--- config.mk ---
export PLATFORM = sky130hd
export DESIGN_NAME = sorted_gradient_stop_table
export DESIGN_NICKNAME = d
export VERILOG_FILES = /design/src/design/sgst_pkg.sv /design/src/design/sorted_gradient_stop_table.sv
export VERILOG_INCLUDE_DIRS = /design/src /design/src/design
export SDC_FILE = /design/constraint.sdc
export NUM_CORES = 2
export LEC_CHECK = 0
export BUFFER_PORTS_ARGS = -buffer_cell sky130_fd_sc_hd__buf_2
export CAP_MARGIN = 20
export CELL_PAD_IN_SITES_DETAIL_PLACEMENT = 0
export CELL_PAD_IN_SITES_GLOBAL_PLACEMENT = 1
export CORE_UTILIZATION = 40
export CTS_BUF_LIST = sky130_fd_sc_hd__clkbuf_2 sky130_fd_sc_hd__clkbuf_4 sky130_fd_sc_hd__clkbuf_8
export DETAILED_ROUTE_END_ITERATION = 6
export GPL_ROUTABILITY_DRIVEN = 0
export PLACE_DENSITY_LB_ADDON = 0.1
export SETUP_SLACK_MARGIN = 0.02
export SYNTH_ARGS = -nofsm -noshare
export SYNTH_HDL_FRONTEND = slang
export SYNTH_SLANG_ARGS = --single-unit
--- constraint.sdc ---
create_clock -name i_clk -period 17.4 [get_ports i_clk]
set_input_delay 0.87 -clock i_clk [delete_from_list [all_inputs] [get_ports i_clk]]
set_output_delay 0.87 -clock i_clk [all_outputs]
set_load 0.02 [all_outputs]
--- src/design/sorted_gradient_stop_table_defines.svh ---
// Assertion macros for the sorted gradient stop table.
// Included by design/sorted_gradient_stop_table.sv; no other dependencies.
`ifndef SORTED_GRADIENT_STOP_TABLE_DEFINES_SVH
`define SORTED_GRADIENT_STOP_TABLE_DEFINES_SVH

`ifndef SYNTH
// same-cycle implication
`define SGST_ASSERT_NOW(label, clk, rst_n, ante, cons) \
    label: assert property (@(posedge clk) disable iff (!rst_n) (ante) |-> (cons)) \
        else $error("sorted_gradient_stop_table: same-cycle check failed");
// next-cycle implication
`define SGST_ASSERT_NEXT(label, clk, rst_n, ante, cons) \
    label: assert property (@(posedge clk) disable iff (!rst_n) (ante) |=> (cons)) \
        else $error("sorted_gradient_stop_table: next-cycle check failed");
`else
`define SGST_ASSERT_NOW(label, clk, rst_n, ante, cons)
`define SGST_ASSERT_NEXT(label, clk, rst_n, ante, cons)
`endif

`endif

--- src/design/sgst_pkg.sv ---
// Shared types, codes and helpers for the sorted gradient stop table.
// No dependencies; imported by design/sorted_gradient_stop_table.sv.
package sgst_pkg;

    localparam int DEFAULT_MAX_STOPS = 16;

    localparam logic [15:0] Q_ONE = 16'h8000;   // 1.0 in Q1.15

    typedef enum logic [1:0] {
        OP_INSERT = 2'd0,
        OP_REMOVE = 2'd1,
        OP_CLEAR  = 2'd2,
        OP_READ   = 2'd3
    } t_op;

    typedef enum logic [1:0] {
        ST_OK       = 2'd0,
        ST_FULL     = 2'd1,
        ST_BAD_IDX  = 2'd2,
        ST_RESERVED = 2'd3
    } t_status;

    typedef struct packed {
        logic [15:0] ramp;
        logic [15:0] mid;
        logic [31:0] color;
        logic [15:0] opacity;
        logic [6:0]  shade;
    } t_stop;

    // Signed Q2.15 to Q1.15, clamped to 0..1.
    function automatic logic [15:0] clamp_unit(input logic [17:0] v);
        logic [15:0] r;
        if (v[17]) begin
            r = 16'd0;
        end else if (v[16:0] > {1'b0, Q_ONE}) begin
            r = Q_ONE;
        end else begin
            r = v[15:0];
        end
        return r;
    endfunction

endpackage

--- src/design/sorted_gradient_stop_table.sv ---
// Sorted gradient stop table: top level, table memory and sequencer.
// Depends on design/sgst_pkg.sv and design/sorted_gradient_stop_table_defines.svh.
//
//  channel  dir  signals                          word contents
//  -------  ---  -------------------------------  -------------------------------------
//  s        in   i_s_tvalid/o_s_tready            tuser: operation
//                i_s_tdata[95:0], i_s_tuser[1:0]  tdata: index, ramp, mid, color, opa, shade
//  m        out  o_m_tvalid/i_m_tready            tuser: status
//                o_m_tdata[95:0], o_m_tuser[1:0]  tdata: count, slot, ramp, mid, color, opa, shade
//
// One word at a time. Clear, full, bad index, removing the last entry and inserting
// into an empty table go straight to S_DONE; a read passes through S_RD; a remove shifts
// the entries above it down in S_RM; an insert shifts each larger-ramp stop up in S_INS.
// The walk moves one entry per cycle through the single read / single write port of
// the stop memory, one ramp compare per cycle.
// Reset (i_rst_n low, synchronous) empties the table; the memory itself is not cleared.
// A result waiting on o_m_tvalid does not block the next accept; a finished operation
// waits in its last state until the output register is free.
`include "sorted_gradient_stop_table_defines.svh"

module sorted_gradient_stop_table #(
    parameter int MAX_STOPS = sgst_pkg::DEFAULT_MAX_STOPS
) (
    input  logic        i_clk,
    input  logic        i_rst_n,
    input  logic        i_s_tvalid,
    output logic        o_s_tready,
    // [3:0] entry_index, [21:4] ramp_in, [39:22] mid_in, [71:40] stop_color,
    // [87:72] opacity_in, [94:88] shade_in, [95] zero
    input  logic [95:0] i_s_tdata,
    // [1:0] operation
    input  logic [1:0]  i_s_tuser,
    output logic        o_m_tvalid,
    input  logic        i_m_tready,
    // [4:0] stop_count, [8:5] slot, [24:9] ramp_out, [40:25] mid_out,
    // [72:41] color_out, [88:73] opacity_out, [95:89] shade_out
    output logic [95:0] o_m_tdata,
    // [1:0] status
    output logic [1:0]  o_m_tuser
);
    import sgst_pkg::*;

    localparam int CW = $clog2(MAX_STOPS + 1);          // count width
    localparam int IW = (MAX_STOPS > 2) ? $clog2(MAX_STOPS) : 1;   // address width
    localparam int WW = (CW + 1 > 5) ? CW + 1 : 5;      // compare width

    typedef enum logic [5:0] {
        S_IDLE = 6'b000001,
        S_INS  = 6'b000010,     // walk down, shift larger ramps up
        S_INS0 = 6'b000100,     // every stop was larger: place at slot 0
        S_RM   = 6'b001000,     // walk up, shift entries down
        S_RD   = 6'b010000,     // read data returning
        S_DONE = 6'b100000      // hand result to output register
    } t_state;

    // input fields
    logic [3:0]  in_idx;
    logic [17:0] in_ramp;
    logic [17:0] in_mid;
    t_op         in_op;
    t_stop       in_stop;

    assign in_idx  = i_s_tdata[3:0];
    assign in_ramp = i_s_tdata[21:4];
    assign in_mid  = i_s_tdata[39:22];
    assign in_op   = t_op'(i_s_tuser);

    always_comb begin
        in_stop.ramp    = clamp_unit(in_ramp);
        in_stop.mid     = clamp_unit(in_mid);
        in_stop.color   = i_s_tdata[71:40];
        in_stop.opacity = i_s_tdata[87:72];
        in_stop.shade   = i_s_tdata[94:88];
    end

    // state
    t_state          r_state, n_state;
    logic [CW-1:0]   r_count, n_count;
    logic [IW-1:0]   r_ptr, n_ptr;
    logic [3:0]      r_slot, n_slot;
    t_status         r_status, n_status;
    t_stop           r_res, n_res;
    t_stop           r_new;
    t_stop           r_rdata;
    logic            r_ovalid, n_ovalid;
    logic [1:0]      r_o_status;
    logic [CW-1:0]   r_o_count;
    logic [3:0]      r_o_slot;
    t_stop           r_o_res;

    t_stop           mem [MAX_STOPS];

    // memory port controls
    logic            w_en;
    logic [IW-1:0]   w_addr;
    t_stop           w_data;
    logic [IW-1:0]   rd_addr;

    logic            accept;
    logic            load_out;
    logic            ramp_gt;
    logic [WW-1:0]   cnt_w;
    logic [WW-1:0]   idx_w;
    logic [WW-1:0]   ptr_w;

    assign accept   = i_s_tvalid && o_s_tready;
    assign load_out = (r_state == S_DONE) && (!r_ovalid || i_m_tready);
    assign cnt_w    = WW'(r_count);
    assign idx_w    = WW'(in_idx);
    assign ptr_w    = WW'(r_ptr);
    // the one compare of the walk
    assign ramp_gt  = r_rdata.ramp > r_new.ramp;

    always_comb begin
        n_state  = r_state;
        n_count  = r_count;
        n_ptr    = r_ptr;
        n_slot   = r_slot;
        n_status = r_status;
        n_res    = r_res;
        w_en     = 1'b0;
        w_addr   = r_ptr;
        w_data   = r_new;
        rd_addr  = '0;

        case (r_state)
            S_IDLE: begin
                if (accept) begin
                    n_status = ST_OK;
                    n_res    = '0;
                    n_slot   = '0;
                    n_state  = S_DONE;
                    case (in_op)
                        OP_INSERT: begin
                            if (cnt_w >= WW'(MAX_STOPS)) begin
                                n_status = ST_FULL;
                            end else if (r_count == '0) begin
                                w_en    = 1'b1;
                                w_addr  = '0;
                                w_data  = in_stop;
                                n_count = CW'(1);
                            end else begin
                                n_ptr   = IW'(cnt_w - WW'(1));
                                rd_addr = IW'(cnt_w - WW'(1));
                                n_state = S_INS;
                            end
                        end
                        OP_REMOVE: begin
                            n_slot = in_idx;
                            if (idx_w >= cnt_w) begin
                                n_status = ST_BAD_IDX;
                            end else if (idx_w + WW'(1) == cnt_w) begin
                                n_count = r_count - CW'(1);
                            end else begin
                                n_ptr   = IW'(idx_w);
                                rd_addr = IW'(idx_w + WW'(1));
                                n_state = S_RM;
                            end
                        end
                        OP_CLEAR: begin
                            n_count = '0;
                        end
                        OP_READ: begin
                            n_slot = in_idx;
                            if (idx_w >= cnt_w) begin
                                n_status = ST_BAD_IDX;
                            end else begin
                                rd_addr = IW'(idx_w);
                                n_state = S_RD;
                            end
                        end
                        default: begin
                            n_state = S_DONE;
                        end
                    endcase
                end
            end
            S_INS: begin
                // r_rdata holds entry r_ptr
                w_en   = 1'b1;
                w_addr = r_ptr + IW'(1);
                if (ramp_gt) begin
                    w_data = r_rdata;
                    if (r_ptr == '0) begin
                        n_state = S_INS0;
                    end else begin
                        n_ptr   = r_ptr - IW'(1);
                        rd_addr = r_ptr - IW'(1);
                    end
                end else begin
                    w_data  = r_new;
                    n_slot  = 4'(ptr_w + WW'(1));
                    n_count = r_count + CW'(1);
                    n_state = S_DONE;
                end
            end
            S_INS0: begin
                w_en    = 1'b1;
                w_addr  = '0;
                w_data  = r_new;
                n_slot  = '0;
                n_count = r_count + CW'(1);
                n_state = S_DONE;
            end
            S_RM: begin
                // r_rdata holds entry r_ptr + 1
                w_en   = 1'b1;
                w_addr = r_ptr;
                w_data = r_rdata;
                if (ptr_w + WW'(2) < cnt_w) begin
                    n_ptr   = r_ptr + IW'(1);
                    rd_addr = IW'(ptr_w + WW'(2));
                end else begin
                    n_count = r_count - CW'(1);
                    n_state = S_DONE;
                end
            end
            S_RD: begin
                n_res   = r_rdata;
                n_state = S_DONE;
            end
            S_DONE: begin
                if (load_out) begin
                    n_state = S_IDLE;
                end
            end
            default: begin
                n_state = S_IDLE;
            end
        endcase
    end

    always_comb begin
        n_ovalid = r_ovalid;
        if (load_out) begin
            n_ovalid = 1'b1;
        end else if (i_m_tready) begin
            n_ovalid = 1'b0;
        end
    end

    // control state
    always_ff @(posedge i_clk) begin
        if (!i_rst_n) begin
            r_state  <= S_IDLE;
            r_count  <= '0;
            r_ovalid <= 1'b0;
        end else begin
            r_state  <= n_state;
            r_count  <= n_count;
            r_ovalid <= n_ovalid;
        end
    end

    // payload
    always_ff @(posedge i_clk) begin
        r_ptr    <= n_ptr;
        r_slot   <= n_slot;
        r_status <= n_status;
        r_res    <= n_res;
        if (accept) begin
            r_new <= in_stop;
        end
        if (load_out) begin
            r_o_status <= r_status;
            r_o_count  <= r_count;
            r_o_slot   <= r_slot;
            r_o_res    <= r_res;
        end
    end

    // stop memory: one write, one registered read per cycle
    always_ff @(posedge i_clk) begin
        if (w_en) begin
            mem[w_addr] <= w_data;
        end
        r_rdata <= mem[rd_addr];
    end

    assign o_s_tready = (r_state == S_IDLE);
    assign o_m_tvalid = r_ovalid;
    assign o_m_tuser  = r_o_status;
    assign o_m_tdata  = {r_o_res.shade, r_o_res.opacity, r_o_res.color, r_o_res.mid,
                         r_o_res.ramp, r_o_slot, 5'(r_o_count)};

    // checks
    `SGST_ASSERT_NOW(a_count_bound, i_clk, i_rst_n, 1'b1, cnt_w <= WW'(MAX_STOPS))
    `SGST_ASSERT_NOW(a_ins_ptr, i_clk, i_rst_n, r_state == S_INS, ptr_w < cnt_w)
    `SGST_ASSERT_NEXT(a_full_drop, i_clk, i_rst_n,
        accept && in_op == OP_INSERT && cnt_w == WW'(MAX_STOPS),
        r_status == ST_FULL && cnt_w == WW'(MAX_STOPS))
    `SGST_ASSERT_NEXT(a_result_out, i_clk, i_rst_n, load_out,
        r_ovalid && r_state == S_IDLE)

endmodule
Yosys cells after proc, flatten, opt, wreduce, memory -nomap -nowiden
Memory sizes are Yosys's and may differ from the RTL's. A register that Yosys moved wholly into a read port is not among the register bits.
Index checks and enable logic that the tools add are counted.
{ "totals": {"register_bits": 294, "mem_bits_rw": 1392, "input_bits": 102, "output_inout_bits": 100, "wordCells": 161, "mem_count": 1} }
{ "memory_table": {"columns": ["memory", "words", "width", "read_ports", "rd_ports_with_merged_regs", "write_ports", "line_no", "text"], "rows": [
  ["mem", 16, 87, 1, 1, 1, "sorted_gradient_stop_table.sv:91", "t_stop mem [MAX_STOPS];"]
]} }
{ "classes": {"addsub": 8, "magnitude_cmp": 6, "n_eq_ne": 26, "muxes": 75, "reduce_logical": 21} }
{ "op_table": {"columns": ["cell", "count"], "rows": [
  ["2-to-1 mux 87 bit", 6],
  ["case mux 87 bit (3 select lines)", 1],
  ["case mux 87 bit (2 select lines)", 1],
  ["2-to-1 mux 4 bit", 24],
  ["2-to-1 mux 16 bit", 4],
  ["2-to-1 mux 6 bit", 10],
  ["case mux 4 bit (3 select lines)", 5],
  ["2-to-1 mux 5 bit", 7],
  ["greater-than comparator 17 x 16 -> 1 bit, second input constant", 2],
  ["case mux 6 bit (5 select lines)", 1],
  ["!= test 3 bit, second input constant", 7],
  ["case mux 5 bit (4 select lines)", 1],
  ["case mux 6 bit (3 select lines)", 1],
  ["greater-than comparator 16 bit", 1],
  ["case mux 5 bit (3 select lines)", 1],
  ["!= test 2 bit, second input constant", 6],
  ["AND reduction 10 bit", 1],
  ["2-to-1 mux 1 bit", 9],
  ["AND reduction 9 bit", 1],
  ["adder 4 x 1 -> 4 bit, second input constant", 2],
  ["case mux 4 bit (2 select lines)", 1],
  ["subtractor 4 x 1 -> 4 bit, second input constant", 2],
  ["== test 6 x 1 -> 1 bit, second input constant", 1],
  ["== test 6 x 2 -> 1 bit, second input constant", 1],
  ["other kinds (34)", 40]
]} }

Depth between registers and ports, before layout
{ "depth": {"ltp_word": 8, "ltp_mapped": 16, "depth_no_buf": 12} }

Worst setup path before layout
No wires, ideal clock.
{ "synth_path": {"path_kind": "reg2reg", "start": "register r_state[0]", "end": "memory mem[5][0] (netlist bit), enable pin", "setup_time_ns": 0.534, "arrival_ns": 7.978, "required_ns": 16.866, "setup_slack_ns": 8.888, "path_stages_with_launch": 13, "n_path_buf": 1, "synth_period_minus_slack_ns": 8.512, "path_cell_list": "dfxtp_1 -> buf_2 -> nor2b_1 -> nand3_2 -> inv_2 -> nand2_1 -> inv_1 -> nand3_1 -> and2_1 -> or2_0 -> a221oi_1 -> nand2_1 -> nor2_1"} }
{ "synth_between": {"elab_chain_cells": 6, "elab_cells_between_ends": 12, "classes_between": "4 x eq/ne; 6 x mux; 2 x reduce/logical"} }
{ "synth_lines": {"columns": ["item", "line_no", "text"], "rows": [
  ["from (decl)", "sorted_gradient_stop_table.sv:77", "t_state r_state, n_state;"],
  ["from (signal assigned)", "sorted_gradient_stop_table.sv:249", "r_state <= n_state;"],
  ["== test 6 x 1 -> 1 bit *", "sorted_gradient_stop_table.sv:280", "assign o_s_tready = (r_state == S_IDLE);"],
  ["named net o_s_tready", "sorted_gradient_stop_table.sv:27", "output logic o_s_tready,"],
  ["logical AND 1 bit *", "sorted_gradient_stop_table.sv:106", "assign accept = i_s_tvalid && o_s_tready;"],
  ["named net accept", "sorted_gradient_stop_table.sv:99", "logic accept;"],
  ["2-to-1 mux 1 bit", "sorted_gradient_stop_table.sv:128", "if (accept) begin"],
  ["case mux 1 bit (2 select lines)", "sorted_gradient_stop_table.sv:126", "case (r_state)"],
  ["2-to-1 mux 1 bit", "sorted_gradient_stop_table.sv:274", "if (w_en) begin"],
  ["2-to-1 mux 1 bit (implied by the code)", "sorted_gradient_stop_table.sv:275", "mem[w_addr] <= w_data;"],
  ["to (decl)", "sorted_gradient_stop_table.sv:91", null]
]} }
The timed path passes the listed nets; every way through them passes the cells marked *.

Final worst setup path
{ "layout_path": {"start": "register r_ptr[1]", "end": "register, netlist name r_rdata[3]"} }
{ "layout_between": {"elab_chain_cells": 4, "elab_cells_between_ends": 8, "classes_between": "2 x add/sub; 1 x order compare; 4 x mux; 1 x reduce/logical"} }
{ "layout_lines": {"columns": ["item", "line_no", "text"], "rows": [
  ["from (decl)", "sorted_gradient_stop_table.sv:79", "logic [IW-1:0] r_ptr, n_ptr;"],
  ["from (signal assigned)", "sorted_gradient_stop_table.sv:257", "r_ptr <= n_ptr;"],
  ["adder 4 x 2 -> 5 bit, or another cell as far along", "sorted_gradient_stop_table.sv:212", "rd_addr = IW'(ptr_w + WW'(2));"],
  ["< comparator 5 bit or 2-to-1 mux 4 bit (tied branches)", "sorted_gradient_stop_table.sv:210, sorted_gradient_stop_table.sv:184", null],
  ["2-to-1 mux 4 bit (on tied branches)", "sorted_gradient_stop_table.sv:210, sorted_gradient_stop_table.sv:182", null],
  ["case mux 4 bit (3 select lines) *", "sorted_gradient_stop_table.sv:126", null]
]} }
Mark *: on every way between the ends. The rest lies on a longest branch, timed or not.
A chain may end at the register's enable or synchronous reset.

==> results by group <==
Floorplan
  – Core area: 172300 µm²
  – Die Area: 175900 µm²
  – IO Count: 202
  – Die W: 419.4 µm
  – Die Y: 419.4 µm
  – Initial Utilization: 40.44%
  – Cell Rows: 152

STA
  – Measured slew at the worst slew-check pin: 1.138 ns
  – RSZ-0062 raised after global routing: false
  – Slew Limit Fails: 0
  – Final min period: 6.563 ns
  – Setup clock skew after layout: 0.05689 ns
  – Fin Setup TNS: 0 ns
  – Fmax: 0.1524 GHz
  – Max-slew headroom: 23.53%
  – Final hold vios: 0
  – Final period utilization: 37.72%
  – Final setup vio count: 0

Synthesis
  – Post-synth ARST share: 0%
  – Fraction of post-synthesis cell area in the top cell type by area: 72.14%
  – Post-Syn Area: 69680 µm²
  – Post-synth EDFFs: 1674
  – Count leader, synth: edfxtp_1
  – Synth unique cells: 82
  – Sequential cell area fraction in the yosys report: 74.98%
  – Syn avg cell area: 17.08 µm²
  – Synth area leader: edfxtp_1
  – Predominant post-synthesis flop cell: edfxtp_1
  – Net Count, Synth: 4220
  – Yosys Warn Count: 0
  – #FFs+latches synth: 1773
  – Most frequent cells after synthesis: edfxtp_1 (1674), mux2i_1 (511), nand2_1 (241)
  – Top post-synthesis cells by area: edfxtp_1 (72%), mux2i_1 (7.3%), mux2_2 (3.6%)
  – Synth Instances: 4081

Critical path
  – R2R Path Start: r_ptr[1]$_DFFE_PP_
  – Setup crit start kind: flip-flop
  – Max incr delay on CP: 0.90 ns
  – Worst path required time: 18.34 ns
  – Crit path DAT: 7.50 ns
  – CP Max Fanout: 123
  – Crit path buf inv count: 4
  – Cells along the critical path: inv_1, ha_1, ha_1, a21oi_1, o21ai_0, a31oi_1, a32oi_1, nand3_4, buf_12, buf_4, buf_4, mux2i_1, a22oi_1, a22oi_1, nor3_1
  – Worst Setup End Kind: flip-flop
  – Critical Path Slowest Stage Cell: buf_4
  – Worst Setup SP: r_ptr[1]$_DFFE_PP_
  – CP delay by family, top: buffers and inverters
  – WS Path Type: reg2reg

Clock tree
  – Clk_lat worst skew: 1.02 ns
  – Clk slew on worst S/H paths: 0.06 ns
  – CTS buffer count: 316
  – Clk buf depth: 4
  – H-tree depth: 5
  – Post-CTS Repair Setup Buffers: 0
  – CTS tree: yes
  – Root Driver: clkbuf_8
  – CTS Sinks: 1773

GRT
  – First-pass GRT wire length: 276000 µm
  – GRT Total Usage: 22.11%
  – Initial antenna violation count: 7
  – Vias in the first global route: 38190
  – Grt total ovfl: 0
  – Largest net degree at the start of global routing: 137

Detailed routing
  – Post-DRT Antenna Nets: 0
  – Final Routed Wirelength: 195600 µm
  – Initial DRC Count: 3274
  – Via count: 37850
  – Avg Vias per Cell: 5.379
  – Drt wl/cell: 27.79 µm
  – DR pass1 iterations: 7
  – Residual DRC: 12

Place
  – Port Buffers: 200
  – Final HPWL DP: 98610 µm

Worst hold path
  – Hold Path Class: in2reg
  – Hold path startpoint: i_s_tdata[47]

Final layout
  – Share of post-route cells with drive strength above 1: 23.21%
  – Area delta synth->final: 14.58%
  – Nets: 4631

Run status
  – Failing checks: design-rule violations
  – Status: finished, violations left

Power
  – VDD IR max: 0.08126 mV
  – Pwr Total: 10160 µW
  – Leak: 0.02670 µW
  – P per Cell Area: 127.2 nW/µm²

Run
  – Max_cap viols: 0
[placed cells by master, fill, tap and decap left out, types with 8 or more instances in the layout]
cell / netlist / routed
mux2i_1: 511 / 511
nand4_1: 8 / 8
a221oi_2: 36 / 36
a21oi_1: 57 / 57
a22oi_1: 140 / 140
clkinv_1: 0 / 43
a222oi_1: 85 / 85
xnor2_1: 10 / 10
buf_4: 55 / 71
nor3_1: 73 / 71
nor2_1: 57 / 39
nor2_4: 2 / 20
ha_1: 37 / 37
nor4_1: 11 / 10
inv_1: 121 / 120
dlygate4sd3_1: 0 / 45
mux2_1: 19 / 19
nand2_1: 241 / 240
buf_2: 101 / 200
mux2_2: 221 / 221
dfxtp_1: 99 / 99
and2_1: 121 / 121
o21ai_0: 39 / 39
clkinv_2: 0 / 24
nand3_1: 47 / 47
clkbuf_4: 1 / 119
edfxtp_1: 1674 / 1674
clkbuf_8: 0 / 357
o22ai_1: 105 / 105
o21ai_1: 18 / 18
[layer usage]
metal	track usage (%)	wire [µm]
met1	29.72	86240
met3	3.401	8914
met4	6.965	4653
met2	36.78	95800
met5	0	0
[flip-flops by register name, summed over array words and instances (netlist names), 4 cells and up]
signal     cells
r_new         87
r_res         87
mem         1392
r_rdata       87
r_ptr          4
r_slot         4
r_count        5
r_o_count      5
r_o_slot       4
o_m_tdata     87
r_state        6
[report_power, final]
part / switching (µW) / internal, µW
Clock: 1670 / 2160
Combinational: 819 / 271
Sequential: 78.1 / 5160
[layout make-up]
class	instances	area, µm²
multi-input cells	1957	15950
fillers	15130	92460
repair buffers	322	2079
clock buffers	474	5792
well taps	2310	2890
diodes	5	12.51
flip-flops and latches	1773	52250
inverters	122	462.9
clock inverters	75	410.4
[cell families after synthesis]
family                     Yosys count  synth area share [%]
and+or+nand+nor                    609                 4.340
AOI/OAI and AO/OA                  546                 6.117
muxes                              751                 11.22
DFF                               1773                 74.98
xor gates and xnor gates            14                0.1760
adders and majority gates           37                0.6643
buffers and inverters              351                 2.503
[path summary, 6_finish.rpt]
kind	end	slack, ns	cells past startpoint
worst min-delay path	r_new[30]$_DFFE_PP_	0.13	1
worst min register to register	o_m_tdata[9]$_DFFE_PP_	0.40	0
worst max-delay path	r_rdata[3]$_DFF_P_	10.84	15
worst max register to register	r_rdata[3]$_DFF_P_	10.84	15
[what timing repair did]
item / in CTS / in global routing
hold endpoints to repair: 45 / 0
hold buffers: 45 / 0
gates resized for setup: 0 / 0
endpoints found under the setup margin: 0 / 0
[per-stage QoR]
step | cells | util (%) | instance area (µm²) | hold WS [ns] | worst slack, ns
2_1_floorplan | 4081 | - | 69680 | 0.4003 | 8.888
3_3_place_gp | 6437 | 42.46 | 73170 | 0.4018 | 10.70
3_5_place_dp | 6437 | 42.46 | 73170 | 0.4045 | 10.73
4_1_cts | 7031 | 46.32 | 79820 | 0.02205 | 10.73
5_1_grt | 7037 | 46.34 | 79840 | 0.05559 | 10.38
6_report | 7038 | 46.34 | 79850 | 0.1264 | 10.84
Note: power is estimated with default switching activity, not from simulation.
